$ cat src/hw/rtl/pcpt_pkg.sv
// ----------------------------------------------------------------------------
// pcpt_pkg
// Shared constants, types and helper functions of the pose compose and
// point transform block.
// ----------------------------------------------------------------------------
package pcpt_pkg;

  localparam int ROT_FRAC_BITS        = 30;
  localparam int CORDIC_STEPS         = 24;
  localparam int ANGLE_UNITS_PER_TURN = 46080;
  localparam int CORDIC_GAIN          = 652032874;
  localparam int CORDIC_RSH           = 30 - ROT_FRAC_BITS;
  localparam int CORDIC_W             = 34;
  localparam int CNT_W                = 6;
  localparam int ACC_W                = 67;
  localparam int SUM_W                = 38;

  // 46080 = 45 * 1024, so (m * 2^32 + 23040) / 46080 splits into
  // ANG_MUL * m + (ANG_REM * m + ANG_RND) / 45, the last term by a
  // reciprocal multiply that is exact for operands below 2^22
  localparam int ANG_MUL      = 93206;
  localparam int ANG_REM      = 34;
  localparam int ANG_RND      = 22;
  localparam int ANG_RECIP    = 5965233;
  localparam int ANG_RECIP_SH = 28;

  localparam logic [1:0] OP_FIXED = 2'd0;
  localparam logic [1:0] OP_BODY  = 2'd1;
  localparam logic [1:0] OP_POINT = 2'd2;
  localparam logic [1:0] OP_NONE  = 2'd3;

  localparam logic [1:0] AXIS_X = 2'd0;
  localparam logic [1:0] AXIS_Y = 2'd1;
  localparam logic [1:0] AXIS_Z = 2'd2;

  typedef enum logic [2:0] {
    ST_IDLE,
    ST_DIV,
    ST_PREP,
    ST_CORDIC,
    ST_DOT,
    ST_COMMIT
  } eng_state_t;

  // body is set for body-frame compose and for points: both multiply the
  // pose rows by a vector on the right
  typedef struct packed {
    logic               is_point;
    logic               body;
    logic [1:0]         axis;
    logic signed [16:0] angle;
    logic signed [31:0] v0;
    logic signed [31:0] v1;
    logic signed [31:0] v2;
  } item_t;

  typedef struct packed {
    logic signed [31:0] x;
    logic signed [31:0] y;
    logic signed [31:0] z;
  } point_t;

  function automatic logic signed [31:0] sat32(input logic signed [SUM_W-1:0] v);
    logic signed [SUM_W-1:0] hi;
    logic signed [SUM_W-1:0] lo;
    hi = SUM_W'(64'sh7fffffff);
    lo = -SUM_W'(64'sh80000000);
    if (v > hi) return 32'sh7fffffff;
    else if (v < lo) return 32'sh80000000;
    else return v[31:0];
  endfunction

  // CORDIC output to rotation format, rounded half up, saturated
  function automatic logic signed [31:0] cordic_out(input logic signed [CORDIC_W-1:0] v);
    logic signed [CORDIC_W:0] t;
    logic signed [CORDIC_W:0] half;
    half = (CORDIC_W+1)'(1) <<< (CORDIC_RSH > 0 ? CORDIC_RSH - 1 : 0);
    if (CORDIC_RSH == 0) t = (CORDIC_W+1)'(v);
    else t = ((CORDIC_W+1)'(v) + half) >>> CORDIC_RSH;
    return sat32(SUM_W'(t));
  endfunction

  // arctangent of 2^-k, one full turn is 2^32
  function automatic logic [31:0] atan_at(input logic [4:0] k);
    case (k)
      5'd0:  return 32'h20000000;
      5'd1:  return 32'h12E4051E;
      5'd2:  return 32'h09FB385B;
      5'd3:  return 32'h051111D4;
      5'd4:  return 32'h028B0D43;
      5'd5:  return 32'h0145D7E1;
      5'd6:  return 32'h00A2F61E;
      5'd7:  return 32'h00517C55;
      5'd8:  return 32'h0028BE53;
      5'd9:  return 32'h00145F2F;
      5'd10: return 32'h000A2F98;
      5'd11: return 32'h000517CC;
      5'd12: return 32'h00028BE6;
      5'd13: return 32'h000145F3;
      5'd14: return 32'h0000A2FA;
      5'd15: return 32'h0000517D;
      5'd16: return 32'h000028BE;
      5'd17: return 32'h0000145F;
      5'd18: return 32'h00000A30;
      5'd19: return 32'h00000518;
      5'd20: return 32'h0000028C;
      5'd21: return 32'h00000146;
      5'd22: return 32'h000000A3;
      5'd23: return 32'h00000051;
      5'd24: return 32'h00000029;
      5'd25: return 32'h00000014;
      5'd26: return 32'h0000000A;
      5'd27: return 32'h00000005;
      5'd28: return 32'h00000003;
      5'd29: return 32'h00000001;
      5'd30: return 32'h00000001;
      default: return 32'h00000000;
    endcase
  endfunction

endpackage

$ cat src/hw/rtl/pcpt_outq.sv
// ----------------------------------------------------------------------------
// pcpt_outq
// Two-entry result queue between the engine and the result ports.
// ----------------------------------------------------------------------------
module pcpt_outq import pcpt_pkg::*; (
  input  logic               clk,
  input  logic               rst_n,
  input  logic               oq_push,
  input  point_t             oq_data,
  output logic               oq_full,
  output logic               out_empty,
  input  logic               out_pop,
  output logic signed [31:0] out_x,
  output logic signed [31:0] out_y,
  output logic signed [31:0] out_z
);

  point_t     mem_r [2];
  logic [1:0] cnt_r;
  logic       wp_r;
  logic       rp_r;
  logic       pop;

  assign oq_full   = (cnt_r == 2'd2);
  assign out_empty = (cnt_r == 2'd0);
  assign pop       = out_pop && !out_empty;
  assign out_x     = mem_r[rp_r].x;
  assign out_y     = mem_r[rp_r].y;
  assign out_z     = mem_r[rp_r].z;

  always_ff @(posedge clk) begin
    if (!rst_n) begin
      cnt_r <= 2'd0;
      wp_r  <= 1'b0;
      rp_r  <= 1'b0;
    end else begin
      cnt_r <= cnt_r + 2'(oq_push) - 2'(pop);
      if (oq_push) wp_r <= !wp_r;
      if (pop) rp_r <= !rp_r;
    end
  end

  always_ff @(posedge clk) begin
    if (oq_push) mem_r[wp_r] <= oq_data;
  end

endmodule

$ cat config.mk
export PLATFORM = sky130hd
export DESIGN_NAME = pcpt_outq
export DESIGN_NICKNAME = d
export VERILOG_FILES = /design/src/hw/rtl/pcpt_pkg.sv /design/src/hw/rtl/pcpt_outq.sv
export SDC_FILE = /design/constraint.sdc
export NUM_CORES = 1
export LEC_CHECK = 0
export CORE_MARGIN = 4
export CORE_UTILIZATION = 50
export DETAILED_ROUTE_END_ITERATION = 10
export DONT_BUFFER_PORTS = 1
export GPL_TIMING_DRIVEN = 0
export HOLD_SLACK_MARGIN = 0.12
export MAX_ROUTING_LAYER = met4
export PLACE_DENSITY = 0.64
export RECOVER_POWER = 50
export SKIP_CTS_REPAIR_TIMING = 1
export SLEW_MARGIN = 20
export SYNTH_ARGS = -nofsm -noshare
export SYNTH_HDL_FRONTEND = slang
export SYNTH_SLANG_ARGS = --single-unit
$ cat constraint.sdc
create_clock -name clk -period 5.98 [get_ports clk]
set_clock_uncertainty 0.2 [all_clocks]
set_input_delay 0.299 -clock clk [delete_from_list [all_inputs] [get_ports clk]]
set_output_delay 0.299 -clock clk [all_outputs]
set_load 0.1 [all_outputs]
* Word level (Yosys, flattened, before mapping)
Memory sizes are Yosys's and may differ from the RTL's. A register that Yosys moved wholly into a read port is not among the register bits.
Index checks and enable logic that the tools add are counted.
** Storage, ports and cells
- Bits of input ports :: 100
- Output and inout bits :: 98
- Memory bits (writable) :: 192
- Memories kept :: 1
- Logic and storage cells :: 16
- Register bits after elaboration :: 4
** Memory list
- mem_r :: depth 2, bits a word 96, rd ports 1, clocked after Yosys merged registers in 1, write ports 1, line pcpt_outq.sv:18 : point_t mem_r [2];
** Operators by class
- Equal/unequal tests :: 1
- Reductions and logical operators :: 5
- Muxes and demuxes :: 4
- Add/subtract/negate cells :: 2
** Operators by type and width (number)
- $mux W1 :: 4
- $logic_not A1 Y1 :: 3
- $add A2 B1 Y2 :: 1
- $eq A2 B2 Y1 const B :: 1
- $logic_not A2 Y1 :: 1
- $sub A2 B1 Y2 :: 1
- $logic_and A1 B1 Y1 :: 1

* Longest topological paths before layout
- Depth in word-level cells :: 5
- Depth in mapped cells :: 6
- Mapped depth without buffers :: 6

* Worst setup path before layout
No wires, ideal clock.
- Kind :: register to register
- Start :: register wp_r
- End :: memory mem_r[0][0] in the netlist's numbering, enable pin
- Stages on the path, launching flop included :: 2
- Clock period less this slack :: 5333 ps
- Buffers on the path :: 0
- Library setup time :: 563 ps
- Slack :: 647 ps
- Required time :: 5217 ps
- Arrival :: 4570 ps
- Path through :: dfxtp_1 nor2b_1
** RTL lines
- start, declared :: line pcpt_outq.sv:20 : logic wp_r;
- start signal, assigned :: line pcpt_outq.sv:38 : if (oq_push) wp_r <= !wp_r;
- end, declared :: line pcpt_outq.sv:18
No word-level cell before the write port.

* Final worst setup path
- Start :: input port oq_push
- End :: memory mem_r[0][71] in the netlist's numbering, enable pin
** On the way
- Cells in the longest elaborated chain, start to end :: 2
** Ends and longest elaborated chain
- start, declared :: line pcpt_outq.sv:8 : input logic oq_push,
- $mux W1 :: line pcpt_outq.sv:44 : if (oq_push) mem_r[wp_r] <= oq_data;
- $mux W1 (implied by the code) :: line pcpt_outq.sv:44
Every way passes these cells.

==> metrics.csv <==
metric,value,unit
core,14480,µm²
rr_worst_depth,3,
cp-end-kind,flop,
htreeDepth,4,
dr.first_iter.drc_count,122,
status,"finished, violations left",
dp_hpwl,8.230,mm
numCtsBuffers,17,
synthCells,322,
placed_area,7750,µm²
arrival,3.21,ns
ioPinCount,198,
drc,0,
path_clk_slew,0.06,ns
grt_pass1_wl,17.48,mm
die_h,129.4,µm
synth_commonest_cells,"edfxtp_1 (192), mux2_2 (56), mux2_4 (40)",
synth_seq_area_share,79.59,%
synth_largest_area_cell,edfxtp_1,
violations,"capacitance limit, slew limit",
ys_warn_count,0,
reg2reg_from,wp_r,
cts-root-buf,clkbuf_16,
synth_cell_types,18,
whs,0.3041,ns
clkSinkCount,197,
io_buffers,0,
worstHoldStart,rp_r,
vias_per_cell,5.146,
crit_fanout,26,
fin_crit,3.305,ns
fill_cells,1041,
hold_class,flop to flop,
design_area,9220,µm²
async_flop_share,0,%
hold_path_depth,2,
timing.max_cap.violations,1,
maxSlewHeadroom,-40.72,%
report.final.slew_viol_count,28,
wl_per_cell,19.47,µm
worst_path_max_delay_cell,clkbuf_1,
ant_nets,0,
r2r_setup_slack,2.83,ns
final_nets,549,
p_int,2.470,mW
swShare,41.65,%
rows,44,
stdcell_count,643,
p_leak,3.183,nW
yosys_most_used_dff,edfxtp_1,
yosysMostFrequentCell,edfxtp_1,
ir_drop,258.7,µV
vias,3309,
postRouteWirelength,12.52,mm
final-hold-violation-count,0,
cpPeakStageDelay,1.03,ns
grt_pass1_vias,3162,
drive_gt1_share,30.07,%
tightest_slew,2.110,ns
cpLargestDelayFamily,buffers and inverters,
path_cells,dlygate4sd3_1 > nor2b_1 > clkbuf_1 > buf_12,
syn2layout_area_growth,25.11,%
synthTopCellsByArea,"edfxtp_1 (78%), mux2_2 (8.6%), mux2_4 (8.1%)",
p_clk_share,22.7,%
critPathBufInv,3,
synth_edf_count,192,
finalCritPeriodShare,55.26,%
grt_use_total,14.81,%
gp_congestion,0.7097,
die_w,129.4,µm
clock.fmax,0.3026,GHz
reg2reg_to,mem_r[0][71],
netlist_area,7370,µm²
rsz0062_at_grt,no,
crit_type,primary input to flop,
n_antenna_cell,0,
post-route-util,63.68,%
grt_max_degree,38,
clock_latency,0.41,ns
start_util,50.90,%
die_area,16750,µm²
drt_first_pass_iters,4,
crit_required,5.89,ns
cts_tree,built,
start_kind,primary input,
clockBufferDepth,2,
p_seq_share,38.5,%
postSynthAreaPerCell,22.89,µm²
overflow,0,
grt_antenna_before_repair,0,
dp_cells,512,
pwr-share-comb,38.9,%
setup_viol,0,
synth_top_area_share,78.23,%
synth-seq-cells,197,
switching_power,1.763,mW
synth_nets,424,
p_per_area,459.0,nW/µm²
power groups by stage:
stage | clock [mW] | combinational (mW) | sequential [mW]
final | 0.959 | 1.65 | 1.63
after global routing | 1.06 | 1.69 | 1.63
after CTS | 0.992 | 1.60 | 1.63
after detailed placement | 0 | 1.60 | 1.66
after global placement | 0 | 1.58 | 1.67
after floorplan | 0 | 1.49 | 1.66
layer usage:
| metal | vias to the layer above | track usage (%) | wire, µm |
|---|---|---|---|
| met3 | 13 | 8.780 | 1109 |
| met1 | 1634 | 16.31 | 5016 |
| li1 | 1522 | - | - |
| met2 | 140 | 22.23 | 6241 |
| met5 | - | - | 0 |
| met4 | 0 | 5.559 | 150 |
stage by stage:
stage	TNS (ns)	worst slack [ns]	total power, mW
after CTS	0	3.693	4.220
final	0	2.675	4.232
after global placement	-160.65	-1.660	3.241
after detailed placement	0	4.148	3.256
after floorplan	0	0.6469	3.147
after global routing	0	2.378	4.383
placed cells by master, fill, tap and decap left out:
master         netlist  layout
mux2i_1              2       2
mux2_4              40      40
edfxtp_1           192     192
clkbuf_1             0       6
dlygate4sd3_1        0     100
buf_16               0       1
and2_0               0       1
clkbuf_16            0      17
clkinv_2             0       2
and2_1               2       1
mux2_2              56      56
o21a_1               2       2
nor2b_2              0       1
clkinv_1             0       2
nand2_1              1       1
nor2_2               0       1
xnor3_1              1       1
nand2b_1             1       1
buf_12               4       8
clkinvlp_4           0       2
buf_8                1       1
dfxtp_1              5       5
nor2b_1              4       3
inv_1                2       2
ha_1                 2       2
clkinv_4             0       3
buf_2                5       5
buf_6                1       1
worst register-to-register path, cell delays in order (launching register included):
cell and delay, ns:
dfxtp_1 0.32, nor2b_1 0.99, clkbuf_1 1.03, buf_12 0.29
state kept, by name, indices dropped and copies added, names as in the netlist, named ones only:
| signal | flops |
|---|---|
| cnt_r | 2 |
| mem_r | 192 |
| rp_r | 1 |
| wp_r | 1 |
final cells by class:
class / count / area, µm² / area share [%]
multi-input cells: 112 / 1370 / 14.86
flip-flops and latches: 197 / 5866 / 63.62
plain buffers: 11 / 131.4 / 1.425
well taps: 184 / 230.2 / 2.497
clock inverters: 9 / 58.81 / 0.6378
clock buffers: 22 / 444.2 / 4.817
inverters: 2 / 7.507 / 0.08142
repair buffers: 106 / 1112 / 12.06
how the worst max path moves through the flow:
stage                  from  slack [ns]  cells past startpoint      endpoint
floorplan              wp_r        0.65                      1   mem_r[0][0]
global placement       wp_r       -1.66                      1  mem_r[0][90]
detailed placement     flop        4.15                      3      out_y[3]
CTS                    flop        3.69                      3      out_y[3]
global route        oq_push        2.38                      4  mem_r[0][63]
finish              oq_push        2.68                      4  mem_r[0][71]
cell families (layout without fill, tap and decap cells):
kind of cell	after synthesis	after routing	synth area share, %
DFF	197	197	79.59
muxes	98	98	16.98
buffers and inverters	13	150	1.885
and+or+nand+nor	9	9	0.6960
adders and majority gates	2	2	0.3395
AOI/OAI and AO/OA	2	2	0.2037
xor gates and xnor gates	1	1	0.3056
(Power assumes the default switching activity.)
