==> src/hw/rtl/pcpt_pkg.sv <==
// ----------------------------------------------------------------------------
// pcpt_pkg
// Shared constants, types and helper functions of the pose compose and
// point transform block.
// ----------------------------------------------------------------------------
package pcpt_pkg;

  localparam int ROT_FRAC_BITS        = 30;
  localparam int CORDIC_STEPS         = 24;
  localparam int ANGLE_UNITS_PER_TURN = 46080;
  localparam int CORDIC_GAIN          = 652032874;
  localparam int CORDIC_RSH           = 30 - ROT_FRAC_BITS;
  localparam int CORDIC_W             = 34;
  localparam int CNT_W                = 6;
  localparam int ACC_W                = 67;
  localparam int SUM_W                = 38;

  // 46080 = 45 * 1024, so (m * 2^32 + 23040) / 46080 splits into
  // ANG_MUL * m + (ANG_REM * m + ANG_RND) / 45, the last term by a
  // reciprocal multiply that is exact for operands below 2^22
  localparam int ANG_MUL      = 93206;
  localparam int ANG_REM      = 34;
  localparam int ANG_RND      = 22;
  localparam int ANG_RECIP    = 5965233;
  localparam int ANG_RECIP_SH = 28;

  localparam logic [1:0] OP_FIXED = 2'd0;
  localparam logic [1:0] OP_BODY  = 2'd1;
  localparam logic [1:0] OP_POINT = 2'd2;
  localparam logic [1:0] OP_NONE  = 2'd3;

  localparam logic [1:0] AXIS_X = 2'd0;
  localparam logic [1:0] AXIS_Y = 2'd1;
  localparam logic [1:0] AXIS_Z = 2'd2;

  typedef enum logic [2:0] {
    ST_IDLE,
    ST_DIV,
    ST_PREP,
    ST_CORDIC,
    ST_DOT,
    ST_COMMIT
  } eng_state_t;

  // body is set for body-frame compose and for points: both multiply the
  // pose rows by a vector on the right
  typedef struct packed {
    logic               is_point;
    logic               body;
    logic [1:0]         axis;
    logic signed [16:0] angle;
    logic signed [31:0] v0;
    logic signed [31:0] v1;
    logic signed [31:0] v2;
  } item_t;

  typedef struct packed {
    logic signed [31:0] x;
    logic signed [31:0] y;
    logic signed [31:0] z;
  } point_t;

  function automatic logic signed [31:0] sat32(input logic signed [SUM_W-1:0] v);
    logic signed [SUM_W-1:0] hi;
    logic signed [SUM_W-1:0] lo;
    hi = SUM_W'(64'sh7fffffff);
    lo = -SUM_W'(64'sh80000000);
    if (v > hi) return 32'sh7fffffff;
    else if (v < lo) return 32'sh80000000;
    else return v[31:0];
  endfunction

  // CORDIC output to rotation format, rounded half up, saturated
  function automatic logic signed [31:0] cordic_out(input logic signed [CORDIC_W-1:0] v);
    logic signed [CORDIC_W:0] t;
    logic signed [CORDIC_W:0] half;
    half = (CORDIC_W+1)'(1) <<< (CORDIC_RSH > 0 ? CORDIC_RSH - 1 : 0);
    if (CORDIC_RSH == 0) t = (CORDIC_W+1)'(v);
    else t = ((CORDIC_W+1)'(v) + half) >>> CORDIC_RSH;
    return sat32(SUM_W'(t));
  endfunction

  // arctangent of 2^-k, one full turn is 2^32
  function automatic logic [31:0] atan_at(input logic [4:0] k);
    case (k)
      5'd0:  return 32'h20000000;
      5'd1:  return 32'h12E4051E;
      5'd2:  return 32'h09FB385B;
      5'd3:  return 32'h051111D4;
      5'd4:  return 32'h028B0D43;
      5'd5:  return 32'h0145D7E1;
      5'd6:  return 32'h00A2F61E;
      5'd7:  return 32'h00517C55;
      5'd8:  return 32'h0028BE53;
      5'd9:  return 32'h00145F2F;
      5'd10: return 32'h000A2F98;
      5'd11: return 32'h000517CC;
      5'd12: return 32'h00028BE6;
      5'd13: return 32'h000145F3;
      5'd14: return 32'h0000A2FA;
      5'd15: return 32'h0000517D;
      5'd16: return 32'h000028BE;
      5'd17: return 32'h0000145F;
      5'd18: return 32'h00000A30;
      5'd19: return 32'h00000518;
      5'd20: return 32'h0000028C;
      5'd21: return 32'h00000146;
      5'd22: return 32'h000000A3;
      5'd23: return 32'h00000051;
      5'd24: return 32'h00000029;
      5'd25: return 32'h00000014;
      5'd26: return 32'h0000000A;
      5'd27: return 32'h00000005;
      5'd28: return 32'h00000003;
      5'd29: return 32'h00000001;
      5'd30: return 32'h00000001;
      default: return 32'h00000000;
    endcase
  endfunction

endpackage

==> src/hw/rtl/pcpt_front.sv <==
// ----------------------------------------------------------------------------
// pcpt_front
// Accepts requests, drops the unused op code, selects the operand vector and
// holds up to two classified items for the engine.
// ----------------------------------------------------------------------------
module pcpt_front import pcpt_pkg::*; (
  input  logic               clk,
  input  logic               rst_n,
  input  logic               in_push,
  output logic               in_full,
  input  logic [1:0]         in_op,
  input  logic [1:0]         in_axis,
  input  logic signed [16:0] in_angle,
  input  logic signed [31:0] in_shift_x,
  input  logic signed [31:0] in_shift_y,
  input  logic signed [31:0] in_shift_z,
  input  logic signed [31:0] in_point_x,
  input  logic signed [31:0] in_point_y,
  input  logic signed [31:0] in_point_z,
  input  logic               q_pop,
  output logic               q_empty,
  output item_t              q_item
);

  item_t      mem_r [2];
  logic [1:0] cnt_r;
  logic       wp_r;
  logic       rp_r;
  logic       keep;
  item_t      itm;

  assign in_full = (cnt_r == 2'd2);
  assign q_empty = (cnt_r == 2'd0);
  assign q_item  = mem_r[rp_r];
  assign keep    = in_push && !in_full && (in_op != OP_NONE);

  always_comb begin
    itm.is_point = (in_op == OP_POINT);
    itm.body     = (in_op != OP_FIXED);
    itm.axis     = in_axis;
    itm.angle    = in_angle;
    itm.v0       = itm.is_point ? in_point_x : in_shift_x;
    itm.v1       = itm.is_point ? in_point_y : in_shift_y;
    itm.v2       = itm.is_point ? in_point_z : in_shift_z;
  end

  always_ff @(posedge clk) begin
    if (!rst_n) begin
      cnt_r <= 2'd0;
      wp_r  <= 1'b0;
      rp_r  <= 1'b0;
    end else begin
      cnt_r <= cnt_r + 2'(keep) - 2'(q_pop);
      if (keep) wp_r <= !wp_r;
      if (q_pop) rp_r <= !rp_r;
    end
  end

  always_ff @(posedge clk) begin
    if (keep) mem_r[wp_r] <= itm;
  end

endmodule

==> config.mk <==
export PLATFORM = sky130hd
export DESIGN_NAME = pcpt_front
export DESIGN_NICKNAME = d
export VERILOG_FILES = /design/src/hw/rtl/pcpt_pkg.sv /design/src/hw/rtl/pcpt_front.sv
export SDC_FILE = /design/constraint.sdc
export NUM_CORES = 1
export LEC_CHECK = 0
export BUFFER_PORTS_ARGS = -buffer_cell sky130_fd_sc_hd__clkbuf_2
export CELL_PAD_IN_SITES_DETAIL_PLACEMENT = 0
export CELL_PAD_IN_SITES_GLOBAL_PLACEMENT = 1
export CORE_MARGIN = 5
export CORE_UTILIZATION = 45
export DETAILED_ROUTE_END_ITERATION = 10
export PLACE_DENSITY = 0.84
export SLEW_MARGIN = 20
export SYNTH_ARGS = -nofsm -noshare
export SYNTH_HDL_FRONTEND = slang
export SYNTH_SLANG_ARGS = --single-unit
==> constraint.sdc <==
create_clock -name clk -period 29.4 [get_ports clk]
set_input_delay 0 -clock clk [delete_from_list [all_inputs] [get_ports clk]]
set_output_delay 0 -clock clk [all_outputs]
set_load 0.01 [all_outputs]
# ---- Yosys cells after proc, flatten, opt, wreduce, memory -nomap -nowiden
# Memory sizes are Yosys's and may differ from the RTL's. A register that Yosys moved wholly into a read port is not among the register bits.
# Cells that the tools add are included.
# Widths: inputs -> output; s select.
dict set report classes {
  eq_ne 3
  reduce_logical 7
  muxes 7
  n_addsub 2
}
# operator n
set ops {}
lappend ops {{$mux 32} 3}
lappend ops {{$eq 2x2->1 const B} 2}
lappend ops {{$mux 1} 4}
lappend ops {{$logic_not 1->1} 3}
lappend ops {{$add 2x1->2} 1}
lappend ops {{$logic_and 1x1->1} 2}
lappend ops {{$logic_not 2->1} 1}
lappend ops {{$ne 2x2->1 const B} 1}
lappend ops {{$reduce_bool 2->1} 1}
lappend ops {{$sub 2x1->2} 1}
dict set report totals {
  ramBits 234
  input_bits 217
  ff_bits 4
  n_memories 1
  elab_cells 23
  out_inout_bits 119
}
# name depth width read_ports rd_ports_with_merged_regs write_ports line_no
set mem_list {}
lappend mem_list {mem_r 2 117 1 1 1 pcpt_front.sv:25} ;# item_t mem_r [2];

# ---- Depth between registers and ports, before layout
dict set report depth {
  word_depth 6
  ltp_mapped 5
  depth_no_buf 5
}

# ---- Worst setup path before layout
# OpenSTA, ideal clock, no wires.
dict set report synth_timing {
  path_kind {reg2reg}
  from {register cnt_r[1]}
  to {memory mem_r[1][0] (netlist name), enable pin}
  t_arrival_ns 8.991
  setup_slack_ns 19.650
  t_required_ns 28.641
  path_buffers 1
  setup_time_ns 0.759
  stages_incl_launch_ff 4
  synth_period_minus_slack_ns 9.750
  cell_sequence {dfxtp_1 -> nor2b_4 -> buf_6 -> nor3b_1}
}
dict set report synth_via {
  elab_chain_cells 6
}
# item line_no
set synth_rtl {}
lappend synth_rtl {{start: declaration} pcpt_front.sv:26} ;# logic [1:0] cnt_r;
lappend synth_rtl {{start signal: assignment} pcpt_front.sv:53} ;# cnt_r <= cnt_r + 2'(keep) - 2'(q_pop);
lappend synth_rtl {{$eq 2x2->1} pcpt_front.sv:32} ;# assign in_full = (cnt_r == 2'd2);
lappend synth_rtl {{named net in_full} pcpt_front.sv:10} ;# output logic in_full,
lappend synth_rtl {{$logic_not 1->1} pcpt_front.sv:35} ;# assign keep = in_push && !in_full && (in_op != OP_NONE);
lappend synth_rtl {{$logic_and 1x1->1 (2 in series)} pcpt_front.sv:35}
lappend synth_rtl {{$mux 1} pcpt_front.sv:60} ;# if (keep) mem_r[wp_r] <= itm;
lappend synth_rtl {{$mux 1 (not written as such)} pcpt_front.sv:60}
lappend synth_rtl {{end: declaration} pcpt_front.sv:25}
# The timed path passes the listed nets, and every way through them passes these cells.

==> results.sh <==
export IMPL_status="finished clean"
export IMPL_max_freq_ghz=0.362
export IMPL_finalSetupTns_ps=0
export IMPL_post_cts_buffers=0
export IMPL_final_fill_count=1449
export IMPL_fin_crit_ps=2760
export IMPL_maxSlewHeadroom_pct=36.6
export IMPL_hold_viol=0
export IMPL_drive_gt1_share_pct=55.6
export IMPL_setup_ws_ps=26640
export IMPL_setup_viol=0
export IMPL_leakagePower_nw=5.79
export IMPL_cts_resized=0
export IMPL_yosysWarningCount=0
export IMPL_cts_tree="built"
export IMPL_drc=0
export IMPL_worst_ir_drop_vdd_mv=0.0444
export IMPL_start_util_pct=45.3
export IMPL_synthCells=498
export IMPL_syn_cell_area_um2=9820
export IMPL_area_growth_pct=50.2
export IMPL_via_per_inst=4.82
export IMPL_wire_per_inst_um=17.6
export IMPL_drt_iter0_markers=249
export IMPL_pwr_share_clk_pct=35.1
export IMPL_cp_end_kind="output pin"
export IMPL_synth_nets=716
export IMPL_worstPathArrival_ps=2760
export IMPL_crit_type="flip-flop to output pin"
export IMPL_clock_sinks=239
export IMPL_final_cells=1356
export IMPL_ys_seq_area_share_pct=72.5
export IMPL_report_final_slew_viol_count=0
export IMPL_grt_pass1_wl_um=36000
export IMPL_die_y_um=158
export IMPL_dp_hpwl_um=14200
export IMPL_core_area_um2=21700
export IMPL_p_comb_share_pct=16.7
export IMPL_drv_cap=0
export IMPL_switching_share_pct=22.7
export IMPL_worstPathRequired_ps=29400
export IMPL_cts_root_buf="clkbuf_16"
export IMPL_htree_levels=1
export IMPL_grt_pass1_vias=6957
export IMPL_seq_area_um2=7130
export IMPL_dieWidth_um=158
export IMPL_antenna_found_initial=0
export IMPL_num_rows=54
export IMPL_grt_total_usage_pct=18.3
export IMPL_finClkSkew_ps=10.3
export IMPL_cts_buffer_depth=3
export IMPL_p_seq_share_pct=48.1
export IMPL_finalWirelength_um=23800
export IMPL_drtAntennaViolNets=0
export IMPL_drtPass1Iterations=4
export IMPL_post_route_period_util_pct=9.40
export IMPL_cp_max_fo=64
export IMPL_gp_congestion=0.737
export IMPL_path_clk_slew_ps=60
export IMPL_cts_made_buffers=24
export IMPL_grt_max_degree=69
export IMPL_cts_hold_buf=216
export IMPL_num_vias=6541
export IMPL_start_kind="flip-flop"
export IMPL_pre_cts_slack_ps=27120
export IMPL_pwr_density_cell_nw_per_um2=58.2
export IMPL_ios=336
export IMPL_hp_class="input port to flip-flop"
export IMPL_grt_overflow=0
export IMPL_p_sw_uw=195
export IMPL_ys_types=24
export IMPL_synth_area_per_cell_um2=19.7
export IMPL_place_inst=1095
export IMPL_grt_setup_unrepaired="false"
export IMPL_multi_input_area_um2=2570
export IMPL_clk_latency_ps=500
export IMPL_num_nets_final=1275
export IMPL_die_area_um2=24900
export IMPL_ys_ff_latch=239
export IMPL_worstMarginPinSlew_ps=951
export IMPL_finalPower_uw=859
export IMPL_power_internal_uw=664
export IMPL_place_port_buffers=335
==> through the flow <==
stage | hold slack [ps] | utilization, % | instance area (um2)
5_1_grt | 126 | 68.0 | 14800
2_1_floorplan | 98.9 | - | 9820
4_1_cts | 77.0 | 68.0 | 14800
6_report | 102 | 68.0 | 14800
3_3_place_gp | 190 | 54.3 | 11800
3_5_place_dp | 193 | 54.4 | 11800
==> layout make-up <==
type | count | share of cell area, %
Tap cell | 280 | 2.37
Inverter | 1 | 0.0254
Antenna cell | 1 | 0.0170
Clock buffer | 26 | 4.27
Multi-Input combinational cell | 233 | 17.4
Timing Repair Buffer | 558 | 26.5
Sequential cell | 239 | 48.3
Clock inverter | 18 | 1.09
==> path summary, 6_finish.rpt <==
check / from / to / slack [ps] / cells past startpoint
worst max-delay path: flip-flop / q_item[21] / 26640 / 3
worst min-delay path: in_push / wp_r / 100 / 4
worst max register to register: cnt_r[1] / mem_r[1][92] / 27520 / 3
worst min register to register: rp_r / rp_r / 590 / 2
==> metal layers <==
layer | GRT usage [%] | vias up | part of all wire, %
met5 | 0 | - | 0
met4 | 5.20 | 0 | 2.6
met3 | 4.59 | 48 | 7.9
met2 | 34.6 | 236 | 54
met1 | 20.3 | 3161 | 35
li1 | - | 3096 | -
==> critical path, cell delays in order, from the launching register on <==
cell and delay (ps):
dfxtp_4 810, buf_4 760, mux2_2 420, clkbuf_2 140
==> cells in the final DEF, fill, tap and decap left out, drive strengths merged, types with 2 or more instances in the layout <==
cell type    count
edfxtp         234
clkbuf         361
mux2           213
bufinv           3
and3             2
o21a             2
buf              7
dfxtp            5
clkinv          14
and2             2
nor2b            2
dlygate4sd3    216
==> registers in the layout, summed over array words and instances (netlist names), named ones only <==
| register | cells |
|---|---|
| cnt_r | 2 |
| rp_r | 1 |
| mem_r | 234 |
| wp_r | 1 |
==> power groups by stage <==
stage,combinational (mW),clock (mW),sequential [mW]
final,0.144,0.302,0.413
after CTS,0.144,0.310,0.414
after detailed placement,0.116,0,0.421
after floorplan,0.0691,0,0.423
after global placement,0.114,0,0.420
after global routing,0.155,0.324,0.416
==> cell usage after synthesis (all sizes together) <==
cell type | count | area share (%)
edfxtp | 234 | 72
mux2 | 213 | 24
buf | 25 | 1.5
dfxtp | 5 | 1.0
and2 | 2 | 0.13
and3 | 2 | 0.13
nor2b | 2 | 0.20
o21a | 2 | 0.15
a21bo | 1 | 0.10
ha | 1 | 0.13
inv | 1 | 0.038
nor2 | 1 | 0.038
nor3 | 1 | 0.051
nor3b | 1 | 0.076
o21ai | 1 | 0.051
o31ai | 1 | 0.076
or2 | 1 | 0.064
or3 | 1 | 0.076
or4 | 1 | 0.076
xnor2 | 1 | 0.089
xor2 | 1 | 0.089
==> logic make-up (layout without fill, tap and decap cells) <==
logic type	after synthesis	in the layout	share of synthesized area, %
XOR/XNOR	2	2	0.178
adder cells (fa/ha/maj)	1	1	0.127
AO/OA/AOI/OAI	5	5	0.382
multiplexers	213	213	24.4
other	0	1	0
buffers and inverters	26	603	1.52
flip-flops	239	239	72.5
AND/OR/NAND/NOR	12	12	0.841
Power figures use the tool's default switching activity.
